$ cat src/efd_pkg.sv
// shared types, constants and helpers for the escaped frame deframer
package efd_pkg;

  localparam int META_BYTES  = 7;
  localparam int COUNT_WIDTH = 16;
  localparam int MAX_TYPES   = 5;
  localparam int LEN_W       = 5;
  localparam int TABLE_W     = MAX_TYPES * LEN_W;
  localparam int CNT_W       = 6;
  localparam int GOOD_W      = 16;
  localparam int CFG_W       = TABLE_W;

  localparam logic [7:0] MARK_BYTE = 8'h1A;

  localparam logic [7:0]         TYPE_BASE_RST = 8'd49;
  localparam logic [2:0]         TYPE_COUNT_RST = 3'd5;
  localparam logic [TABLE_W-1:0] LEN_TABLE_RST = TABLE_W'(15153378);

  typedef enum logic [1:0] {
    CFG_TYPE_BASE  = 2'd0,
    CFG_TYPE_COUNT = 2'd1,
    CFG_LEN_TABLE  = 2'd2
  } efd_cfg_idx_t;

  typedef enum logic [2:0] {
    ST_HUNT     = 3'd0,
    ST_HUNT_GOT = 3'd1,
    ST_MARKER   = 3'd2,
    ST_TYPE     = 3'd3,
    ST_BODY     = 3'd4,
    ST_ESCAPE   = 3'd5
  } efd_state_t;

  typedef enum logic [1:0] {
    EV_IDLE = 2'd0,
    EV_META = 2'd1,
    EV_DATA = 2'd2,
    EV_LOST = 2'd3
  } efd_event_t;

  typedef struct packed {
    efd_state_t             state;
    logic [2:0]             frame_type;
    logic [CNT_W-1:0]       byte_count;
    logic                   sync;
    logic [COUNT_WIDTH-1:0] good;
  } efd_ctx_t;

  typedef struct packed {
    efd_event_t       ev;
    logic [7:0]       payload;
    logic [CNT_W-1:0] pos;
    logic             frame_end;
  } efd_res_t;

  // data length of a frame type, type index taken modulo MAX_TYPES
  function automatic logic [LEN_W-1:0] len_of(input logic [TABLE_W-1:0] tbl,
                                               input logic [2:0] ft);
    logic [LEN_W-1:0] l;
    case (ft)
      3'd0: l = tbl[0*LEN_W +: LEN_W];
      3'd1: l = tbl[1*LEN_W +: LEN_W];
      3'd2: l = tbl[2*LEN_W +: LEN_W];
      3'd3: l = tbl[3*LEN_W +: LEN_W];
      3'd4: l = tbl[4*LEN_W +: LEN_W];
      3'd5: l = tbl[0*LEN_W +: LEN_W];
      3'd6: l = tbl[1*LEN_W +: LEN_W];
      default: l = tbl[2*LEN_W +: LEN_W];
    endcase
    return l;
  endfunction

endpackage

$ cat src/efd_parse.sv
// next-state and result logic of the deframer for one received byte
module efd_parse (
  input  efd_pkg::efd_ctx_t             ctx,
  input  logic                          command,
  input  logic [7:0]                    rx_byte,
  input  logic [7:0]                    type_base,
  input  logic [2:0]                    type_count,
  input  logic [efd_pkg::TABLE_W-1:0]   length_table,
  output efd_pkg::efd_ctx_t             ctx_next,
  output efd_pkg::efd_res_t             res
);
  import efd_pkg::*;

  logic [7:0]       type_off;
  logic [2:0]       type_lim;
  logic             type_ok;
  logic             is_mark;
  logic [LEN_W-1:0] body_len;
  logic [CNT_W-1:0] count_inc;
  logic [CNT_W:0]   total;
  logic             body_done;
  logic             take;
  logic             lost;

  assign is_mark   = (rx_byte == MARK_BYTE);
  assign type_off  = rx_byte - type_base;
  assign type_lim  = (type_count > 3'(MAX_TYPES)) ? 3'(MAX_TYPES) : type_count;
  assign type_ok   = (type_off < {5'd0, type_lim});
  assign body_len  = len_of(length_table, ctx.frame_type);
  assign count_inc = ctx.byte_count + 1'b1;
  assign total     = (CNT_W+1)'(META_BYTES) + (CNT_W+1)'(body_len);
  assign body_done = ({1'b0, count_inc} >= total);

  always_comb begin
    ctx_next = ctx;
    res      = '0;
    res.ev   = EV_IDLE;
    take     = 1'b0;
    lost     = 1'b0;

    if (command) begin
      ctx_next.state      = ST_MARKER;
      ctx_next.sync       = 1'b0;
      ctx_next.good       = '0;
      ctx_next.byte_count = '0;
    end else begin
      case (ctx.state)
        ST_MARKER: begin
          if (is_mark) ctx_next.state = ST_TYPE;
          else lost = 1'b1;
        end
        ST_TYPE: begin
          if (type_ok) begin
            ctx_next.frame_type = type_off[2:0];
            ctx_next.byte_count = '0;
            ctx_next.state      = ST_BODY;
          end else begin
            lost = 1'b1;
          end
        end
        ST_BODY: begin
          if (is_mark) ctx_next.state = ST_ESCAPE;
          else take = 1'b1;
        end
        ST_ESCAPE: begin
          if (is_mark) take = 1'b1;
          else lost = 1'b1;
        end
        ST_HUNT_GOT: begin
          ctx_next.state = is_mark ? ST_TYPE : ST_HUNT_GOT;
        end
        default: begin
          ctx_next.state = is_mark ? ST_HUNT : ST_HUNT_GOT;
        end
      endcase

      // resync hunt restarts on the offending byte
      if (lost) begin
        ctx_next.sync       = 1'b0;
        ctx_next.good       = '0;
        ctx_next.byte_count = '0;
        ctx_next.state      = is_mark ? ST_HUNT : ST_HUNT_GOT;
        res.ev              = EV_LOST;
      end

      if (take) begin
        res.ev      = (ctx.byte_count < CNT_W'(META_BYTES)) ? EV_META : EV_DATA;
        res.payload = rx_byte;
        res.pos     = ctx.byte_count;
        if (body_done) begin
          res.frame_end       = 1'b1;
          ctx_next.sync       = 1'b1;
          ctx_next.byte_count = '0;
          ctx_next.state      = ST_MARKER;
          if (ctx.good != '1) ctx_next.good = ctx.good + 1'b1;
        end else begin
          ctx_next.byte_count = count_inc;
          ctx_next.state      = ST_BODY;
        end
      end
    end
  end

endmodule

$ cat src/escaped_frame_deframer_unit.sv
// top level of the escaped frame deframer: input register, parser state, result register
// path: an input byte passes the input register and the combinational parser into the result register
// throughput: one byte per cycle while in_stall is low, the parser step being combinational on the input register
// a full result register with out_stall high holds a full input register and raises in_stall
// reset: synchronous, clears both valid flags and the parser state, config to defaults
module escaped_frame_deframer_unit (
  input  logic                                clk,
  input  logic                                rst,
  input  logic                                in_valid,
  output logic                                in_stall,
  input  logic                                command,
  input  logic [7:0]                          rx_byte,
  output logic                                out_valid,
  input  logic                                out_stall,
  output logic [1:0]                          event_res,
  output logic [7:0]                          payload_byte,
  output logic [2:0]                          type_index,
  output logic [efd_pkg::CNT_W-1:0]           byte_position,
  output logic                                frame_end,
  output logic                                in_sync,
  output logic [efd_pkg::GOOD_W-1:0]          good_frames,
  input  logic                                cfg_we,
  input  logic [1:0]                          cfg_index,
  input  logic [efd_pkg::CFG_W-1:0]           cfg_data
);
  import efd_pkg::*;

  logic [7:0]         type_base;
  logic [2:0]         type_count;
  logic [TABLE_W-1:0] length_table;

  logic               in_q_valid;
  logic               in_q_cmd;
  logic [7:0]         in_q_byte;

  efd_ctx_t           ctx;
  efd_ctx_t           ctx_next;
  efd_res_t           res;
  logic               advance;
  logic               step;
  logic [31:0]        good_ext;

  assign advance  = !out_valid || !out_stall;
  assign step     = in_q_valid && advance;
  assign in_stall = in_q_valid && !advance;
  assign good_ext = 32'(ctx_next.good);

  always_ff @(posedge clk) begin
    if (rst) begin
      type_base    <= TYPE_BASE_RST;
      type_count   <= TYPE_COUNT_RST;
      length_table <= LEN_TABLE_RST;
    end else if (cfg_we) begin
      case (efd_cfg_idx_t'(cfg_index))
        CFG_TYPE_BASE:  type_base    <= cfg_data[7:0];
        CFG_TYPE_COUNT: type_count   <= cfg_data[2:0];
        CFG_LEN_TABLE:  length_table <= cfg_data[TABLE_W-1:0];
        default: ;
      endcase
    end
  end

  // input register
  always_ff @(posedge clk) begin
    if (rst) begin
      in_q_valid <= 1'b0;
    end else if (!in_stall) begin
      in_q_valid <= in_valid;
    end
  end

  always_ff @(posedge clk) begin
    if (in_valid && !in_stall) begin
      in_q_cmd  <= command;
      in_q_byte <= rx_byte;
    end
  end

  efd_parse u_parse (
    .ctx          (ctx),
    .command      (in_q_cmd),
    .rx_byte      (in_q_byte),
    .type_base    (type_base),
    .type_count   (type_count),
    .length_table (length_table),
    .ctx_next     (ctx_next),
    .res          (res)
  );

  // parser state
  always_ff @(posedge clk) begin
    if (rst) begin
      ctx.state      <= ST_MARKER;
      ctx.frame_type <= '0;
      ctx.byte_count <= '0;
      ctx.sync       <= 1'b0;
      ctx.good       <= '0;
    end else if (step) begin
      ctx <= ctx_next;
    end
  end

  // result register
  always_ff @(posedge clk) begin
    if (rst) begin
      out_valid <= 1'b0;
    end else if (advance) begin
      out_valid <= in_q_valid;
    end
  end

  always_ff @(posedge clk) begin
    if (step) begin
      event_res     <= res.ev;
      payload_byte  <= res.payload;
      type_index    <= ctx_next.frame_type;
      byte_position <= res.pos;
      frame_end     <= res.frame_end;
      in_sync       <= ctx_next.sync;
      good_frames   <= good_ext[GOOD_W-1:0];
    end
  end

endmodule

$ cat config.mk
export PLATFORM = sky130hd
export DESIGN_NAME = escaped_frame_deframer_unit
export DESIGN_NICKNAME = d
export VERILOG_FILES = /design/src/efd_pkg.sv /design/src/efd_parse.sv /design/src/escaped_frame_deframer_unit.sv
export SDC_FILE = /design/constraint.sdc
export NUM_CORES = 1
export LEC_CHECK = 0
export BUFFER_PORTS_ARGS = -buffer_cell sky130_fd_sc_hd__buf_2
export CORE_ASPECT_RATIO = 2
export CORE_UTILIZATION = 58
export DETAILED_ROUTE_END_ITERATION = 10
export GPL_TIMING_DRIVEN = 0
export PLACE_DENSITY = 0.8
export SETUP_SLACK_MARGIN = 0.4
export SLEW_MARGIN = 20
export SYNTH_ARGS = -nofsm -noshare
export SYNTH_HDL_FRONTEND = slang
export SYNTH_SLANG_ARGS = --single-unit
$ cat constraint.sdc
create_clock -name clk -period 5.1 [get_ports clk]
set_input_delay 0.255 -clock clk [delete_from_list [all_inputs] [get_ports clk]]
set_output_delay 0.255 -clock clk [all_outputs]
set_load 0.05 [all_outputs]
### Word level (Yosys, flattened, before mapping)

Cells that the tools add are included.

* register bits: 113
* input port bits: 41
* output and inout bits: 39
* word-level logic and storage cells: 98

* $add $sub $neg: 4
* magnitude comparators: 4
* equal/unequal tests: 18
* muxes and demuxes: 31
* bitwise operators: 1
* reduce and logical (&&, ||, !) cells: 21

Operators by type and width (number)
* $mux W23: 3
* $mux W17: 2
* $mux W3: 8
* $pmux W5 S4: 1
* $add A16 B1 Y16 const B: 1
* $mux W16: 1
* $ne A16 B16 Y1 const B: 1
* $eq A3 B3 Y1 const B: 5
* $ne A5 B2 Y1 const B: 3
* $pmux W3 S5: 1
* $mux W12: 1
* $eq A3 B2 Y1 const B: 3
* $mux W9: 1
* $eq A8 B5 Y1 const B: 1
* $lt A8 B3 Y1: 1
* $reduce_bool A4 Y1: 2
* $reduce_or A2 Y1: 4
* $sub A8 B8 Y8: 1
* $ge A6 B7 Y1: 1
* $mux W1: 7
* $add A3 B5 Y6 const A: 1
* $add A6 B1 Y6 const B: 1
* $eq A3 B1 Y1 const B: 2
* $lt A6 B3 Y1 const B: 1
* 16 further kinds: 26

### Longest topological paths before layout

Gate-level depths: netlist (run 1).

* word-level depth: 11
* mapped depth: 20
* mapped depth without buffers: 17

### Cells and area by module

From an unflattened synthesis (run 1), not the netlist that was laid out.

* cell total of the unflattened synthesis: 623
* area total of the unflattened synthesis: 6327.3 µm²

By module, submodules not included
* escaped_frame_deframer_unit: instances 1, cells an instance 336, area each 4279.1 µm², sequential area each 2722.6 µm²
* efd_parse: instances 1, cells an instance 287, area each 2048.2 µm², sequential area each 0.0 µm²

### Worst setup path after synthesis (run 1)

Ideal clock, no wire load.

* path type: reg2reg
* start point: reg ctx[25] (netlist name)
* end point: reg good_frames[2] in the netlist's numbering, data pin
* library setup time: 0.147 ns
* arrival: 3.787 ns
* required time: 4.953 ns
* slack: 1.166 ns
* stages on the path, launching flop included: 17
* path buffers: 3
* clock period less this slack: 3.934 ns
* cells stage by stage: dfxtp_1 buf_1 a21oi_1 a211oi_1 o21ai_0 a21oi_1 inv_1 ha_1 ha_1 a2111oi_0 o31ai_1 and3_1 buf_4 a2111oi_4 buf_6 o21ai_1 a21oi_1

RTL lines
* end signal: assignment: RTL line escaped_frame_deframer_unit.sv:120 `good_frames <= good_ext[GOOD_W-1:0];`
* end: declaration: RTL line escaped_frame_deframer_unit.sv:21 `output logic [efd_pkg::GOOD_W-1:0] good_frames,`

### Final worst setup path (run 1)

* start point: reg ctx[25] (netlist name)
* end point: reg ctx[13] (netlist name)

* word-level cells in the longest chain between the ends: 8
* elaborated cells on any way between the ends: 14
* those cells by class: add/sub: 1; order compare: 1; eq/ne: 5; mux: 4; reduce/logical: 3

Ends and longest elaborated chain
* $eq A3 B1 Y1, or another cell as far along: RTL line efd_pkg.sv:60 `case (ft)`
* $reduce_or A2 Y1 (no line)
* $pmux W5 S4 *: RTL line efd_pkg.sv:60
* $add A3 B5 Y6 *: RTL line efd_parse.sv:31 `assign total = (CNT_W+1)'(META_BYTES) + (CNT_W+1)'(body_len);`
* $ge A6 B7 Y1 *: RTL line efd_parse.sv:32 `assign body_done = ({1'b0, count_inc} >= total);`
* $mux W17 *: RTL line efd_parse.sv:90 `if (body_done) begin`
* $mux W23 *: RTL line efd_parse.sv:86 `if (take) begin`
* $mux W23 *: RTL line efd_parse.sv:41 `if (command) begin`

Every way passes the cells marked *; elsewhere a longest branch is shown, timed or not.
A chain may end at the register's enable or synchronous reset.

==> run metrics, run 1 <==
syn nets 739; CTS Buf Count 17; max incr delay on CP 0.69 ns; core area 10,100 µm²; Buf/Inv on CP 4; DR vias/cell roughly 6.1; Synth Register Bits ~110; Clock power frac 50.0%; post-synthesis sequential area ratio 45.4%; EDFF count, synth 46; initial antenna violation count 0; prevailing post-synth register cell dfxtp_1; Routed WL 17,100 µm; RSZ-0062 raised after global routing false; clk_skew around 0.0068 ns; Nets 841; final period utilization 84.0%; wire per inst 18.4 µm; worst slack, placed 0.341 ns; worst vdd ir 261 µV; top cell family by delay on the critical path compound AO/OA/AOI/OAI gates; Top Ports 80; CP Max Fanout 10; Flop pwr share roughly 40%; First-pass DRT Iterations 6; Comb power frac about a tenth; Clock transition at path regs ~0.05 ns; min Tclk post-route 4.28 ns; pin count of the biggest net entering global routing 47; worst hold slack between 0.01 and 0.015 ns; CTS tree built; Post-Syn Instances 679; crit path capture type flip-flop; # Max-Cap Violations 0; net switching power figure 0.596 mW; Clock Path Buffers 2; status completed; Slew Limit Fails 0; final setup fails 0; vias 5,698; Area Growth Syn to Fin 20.5%; FMAX 234 MHz; worst path required time 5.44 ns; slew of the pin with the lowest slew margin slightly below 1 ns; cts hold-fix bufs 0; final worst slack 0.818 ns; DP HPWL 12,500 µm; Critical Path, Cell by Cell buf_2, a21oi_1, a211oi_1, o21ai_0, a21oi_1, inv_1, ha_1, inv_1, o21ai_0, xor2_1, ha_1, nand2_1, o31ai_1, and3_1, buf_4, nand2_1, or4b_2, a31oi_1; Power Density 344 nW/µm²; Setup CP Type reg2reg; final cell count without fillers 928; Syn Area/Cell 8.84 µm²; Die Ht 146 µm; CTS sink count 113; P_leak 2.81 nW; Worst path slowest cell or4b_2; CTS root buffer clkbuf_16; FF+latch area 2720 µm²; # diodes 0; crit path DAT approximately 4.6 ns; area of the die 10,800 µm²; initial drt markers 451; switching fraction of total power 24.0%; post-synth cell types 71; Final Hold Violating Endpoints 0; vias in the first global route 5,611; Yosys warning count 0; first-pass GRT wire length 27,300 µm; area of the multi-input gates roughly 3000 µm²; DRC 0; crit start category flip-flop; RePlAce Congestion 0.948; Clock Latency Late Sink 0.42 ns; antenna-violating nets left 0; Initial Utilization 59.5%; gr usage total between 30% and 40%; Clock H-tree levels 4; P_int 1.89 mW; fraction of layout cells with a size suffix above 1 18.0%; async set or reset register ratio after synthesis 0%; setup TNS 0 ns; Overflow after GRT 0; # fillers 792; port buffer count 79; placed insts around 890; Hold WC Path Type in2reg; Die X-Extent 73.9 µm; slew margin rel. 34.3%; Netlist Area Pre-Place about 6000 µm²; row cnt 52; total power roughly 2.5 mW
## metal layers
layer  part of all wire, %  GRT usage [%]
met2                    56           62.4
met1                    33           31.5
met5                     0              0
met3                   5.3           7.69
met4                   5.8           21.0
## cell usage after synthesis (all sizes together), types with 6 or more instances
master,count,area (µm²)
nor2,61,229
a21oi,62,318
nor3,20,105
dfxtp,67,1340
inv,22,82.6
nand3,34,170
nand2,99,372
ha,18,225
buf,6,36.3
nor3b,6,45.0
mux2i,17,170
edfxtp,46,1380
and3,6,37.5
nor2b,7,43.8
a211oi,9,67.6
a31oi,12,75.1
a22oi,6,45.0
and2,16,100
xor2,8,70.1
clkbuf,28,110
o21ai,43,241
nand3b,11,95.1
nand2b,6,37.5
## kinds of logic after synthesis
| kind of cell | synth area share, % |
|---|---|
| AO/OA/AOI/OAI | 17.8 |
| XOR/XNOR | 1.61 |
| adder cells (fa/ha/maj) | 4.09 |
| buffers and inverters | 3.94 |
| flip-flops | 45.4 |
| multiplexers | 3.21 |
| AND/OR/NAND/NOR | 24.0 |
## per-stage QoR
stage	util (%)	cell area [µm²]
finish	71.7	7230
global route	71.7	7230
CTS	71.3	7190
detailed placement	65.1	6570
global placement	65.1	6560
floorplan	-	6000
## registers in the layout, summed over array words and instances (netlist names), 2 cells and up
| register | cells |
|---|---|
| event_res | 2 |
| byte_position | 6 |
| length_table | 25 |
| payload_byte | 8 |
| in_q_byte | 8 |
| type_index | 3 |
| ctx | 29 |
| type_count | 3 |
| type_base | 8 |
| good_frames | 16 |
## cells in the final DEF, fill, tap and decap left out, types with 17 or more instances in the layout
| master | count |
|---|---|
| nand2_1 | 99 |
| nor2_1 | 61 |
| clkbuf_16 | 19 |
| mux2i_1 | 17 |
| edfxtp_1 | 46 |
| nand3_1 | 34 |
| dfxtp_1 | 67 |
| ha_1 | 18 |
| o21ai_0 | 32 |
| inv_1 | 21 |
| a21oi_1 | 60 |
| clkbuf_1 | 29 |
| nor3_1 | 18 |
| buf_2 | 82 |
## final timing paths
path / from / end / slack [ns] / depth (start not counted)
max reg2reg: ctx[25] / ctx[13] / 0.82 / 18
max: ctx[25] / ctx[13] / 0.82 / 18
min: rx_byte[3] / in_q_byte[3] / 0.01 / 1
min reg2reg: length_table[17] / length_table[17] / 0.46 / 2
## worst reg2reg max path, delay by kind of cell (launching register included)
family          cells  cell delay [ns]
flops               1             0.44
compound gates      7             1.38
buf+inv             4             0.61
simple gates        4             1.11
xor+xnor            1             0.16
fa+ha+maj           2             0.50
## timing repair
action	in CTS	in global routing
pin swaps	0	1
gates cloned	0	0
setup endpoints to repair	8	28
buffers inserted	0	4
resized for setup	1	3
## power groups by stage
stage	sequential [mW]	combinational (mW)	clock (mW)
after floorplan	1.05	0.125	0
after global placement	1.01	0.235	0
after CTS	0.990	0.243	1.25
final	0.990	0.254	1.24
after detailed placement	1.01	0.241	0
after global routing	0.993	0.273	1.28
## area by class of cell
class | instances | area share [%]
Clock buffer | 28 | 7.74
Buffer | 34 | 2.06
Inverter | 24 | 1.26
Timing Repair Buffer | 83 | 5.89
Sequential cell | 113 | 37.7
Tap cell | 135 | 2.34
Multi-Input combinational cell | 508 | 42.1
Clock inverter | 3 | 0.900
No activity file was read; power rests on OpenSTA's default activity.
==> inputs of run 2 (changes only) <==
- clock period: 5.1 -> 4.1 ns (I/O delays scaled with it)
==> run 2 against run 1 <==
Against the previous run:
- count of clock-buffer cells in the layout shrank 9
- total power increased by 23%
- setup slack worse by 0.47 ns
- combinational power up 48%
- die area unchanged
- maximum frequency increased by 14%
- register-to-register slack lost 0.47 ns
- global-route usage up 1.7 points
- clock skew up 0.0019 ns
- critical endpoint is now good_frames[8]
- largest cell class unchanged
==> run metrics, run 2 (synthesis results as in run 1) <==
DRC 0; area of the multi-input gates 3340 µm²; RSZ-0062 raised after global routing true; vias in the first global route between 5,000 and 6,000; CTS root buffer clkbuf_16; final worst slack about 0.35 ns; setup TNS 0 ns; switching fraction of total power a little over a quarter; Initial Utilization 59.5%; r2r worst-path depth 19; slew of the pin with the lowest slew margin 0.993 ns; final period utilization approximately nine tenths; fraction of layout cells with a size suffix above 1 26.6%; worst slack, placed -0.337 ns; # Max-Cap Violations 0; most frequent cells in the layout nand2_1 (97), buf_2 (81), dfxtp_1 (64); CTS tree built; Clock H-tree levels 4; worst path required time 4.33 ns; First-pass DRT Iterations 5; Final Core Density just under 80%; DP HPWL 12,700 µm; core area 10,100 µm²; Clock transition at path regs 0.06 ns; CTS sink count 113; first-pass GRT wire length 28,600 µm; worst vdd ir ~330 µV; crit path DAT 3.97 ns; Clock Path Buffers 2; Setup CP Type reg2reg; CP Max Fanout 8; Flop pwr share 40.4%; initial antenna violation count 0; Die X-Extent 73.9 µm; Clock Latency Late Sink 0.42 ns; Routed WL 18,900 µm; largest reg by FF count ctx; Clock power frac 47.3%; Nets just under 900; Area Growth Syn to Fin 29.7%; Comb power frac 12.3%; FMAX 267 MHz; crit start category flip-flop; commonest non-fill, non-tap cell in the layout nand2_1; max reg flops 29; total power a little over 3 mW; Top Ports 80; Die Ht 146 µm; FF+latch area about 2700 µm²; final setup fails 0; P_leak roughly 3 nW; Area after DPL 6570 µm²; # fillers 687; min Tclk post-route about 3.7 ns; pin count of the biggest net entering global routing 47; hold path cells 3; net switching power figure 0.801 mW; area of the die 10,800 µm²; status completed; gr usage total a little over a third; vias 5,984; CTS Buf Count 17; final instance area 7780 µm²; biggest regs ctx: 29 flops, length_table: 25 flops, good_frames: 16 flops; crit path capture type flip-flop; row cnt 52; # diodes 0; slew margin rel. 33.4%; Power Density 392 nW/µm²; antenna-violating nets left 0; port buffer count 79; initial drt markers 507; Final Hold Violating Endpoints 0; Hold WC Path Type in2reg; DR vias/cell 6.25; clk_skew between 0.008 and 0.009 ns; P_int 2.25 mW; RePlAce Congestion 0.972; Slew Limit Fails 0; wire per inst 19.7 µm; Overflow after GRT 0
[run 2: cell count changes in the layout (fill, tap and decap cells not counted), sizes merged]
cell,before,now
buf,89,106
clkbuf,56,46
clkinv,3,6
clkinvlp,0,7
dlygate4sd3,0,13
[run 2: path summary, 6_finish.rpt]
path                     from               end  slack [ns]
max                   ctx[24]    good_frames[8]        0.35
min              cfg_data[17]  length_table[17]       0.001
max reg2reg           ctx[24]    good_frames[8]        0.35
min reg2reg  length_table[16]  length_table[16]        0.46
[run 2: stage by stage]
stage,hold slack (ns),instances
2_1_floorplan,0.304,679
4_1_cts,0.000596,943
3_3_place_gp,0.383,893
3_5_place_dp,0.384,893
6_report,0.00109,958
5_1_grt,0.0114,958
[run 2: power groups by stage]
stage               clock network [mW]  registers [mW]  logic [mW]
floorplan                            0            1.30       0.156
global placement                     0            1.25       0.292
detailed placement                   0            1.25       0.301
CTS                               1.44            1.23       0.321
global route                      1.49            1.23       0.399
finish                            1.44            1.23       0.375
[run 2: repair_timing]
action                                  4_1_cts  5_1_grt
endpoints found under the setup margin       40       43
hold buffers                                 13        0
pin swaps                                     9       20
gates resized for setup                      26       70
setup buffers                                 5       15
endpoints found under the hold margin        13        0
[run 2: metal layers]
metal  vias up  share of wire [%]  global-route usage (%)
li1       2716                  -                       -
met1      2818                 33                    34.4
met2       337                 54                    64.3
met3       113                6.0                    8.24
met4         0                7.0                    21.6
met5         -                  0                       0
[run 2: worst max-delay path, cell delays in order, from the launching register on]
cell and delay (ns):
dfxtp_2 0.32, buf_6 0.13, nand3b_1 0.17, buf_4 0.19, nor2_1 0.11, a211oi_2 0.05, nor3_1 0.26, a21oi_2 0.08
nor3_2 0.18, xor2_1 0.20, ha_2 0.30, o21a_1 0.14, nor2_4 0.15, o31ai_4 0.08, and3_1 0.16, buf_6 0.13
a2111oi_4 0.32, buf_6 0.18, inv_2 0.11, a311oi_2 0.29
[run 2: cell type report]
type	instances	area share, %
buffer	34	2.40
timing repair buffer	112	8.88
clock inverter	13	1.78
sequential	113	35.0
tap	135	2.17
clock buffer	19	5.69
multi-input combinational	508	42.9
inverter	24	1.17
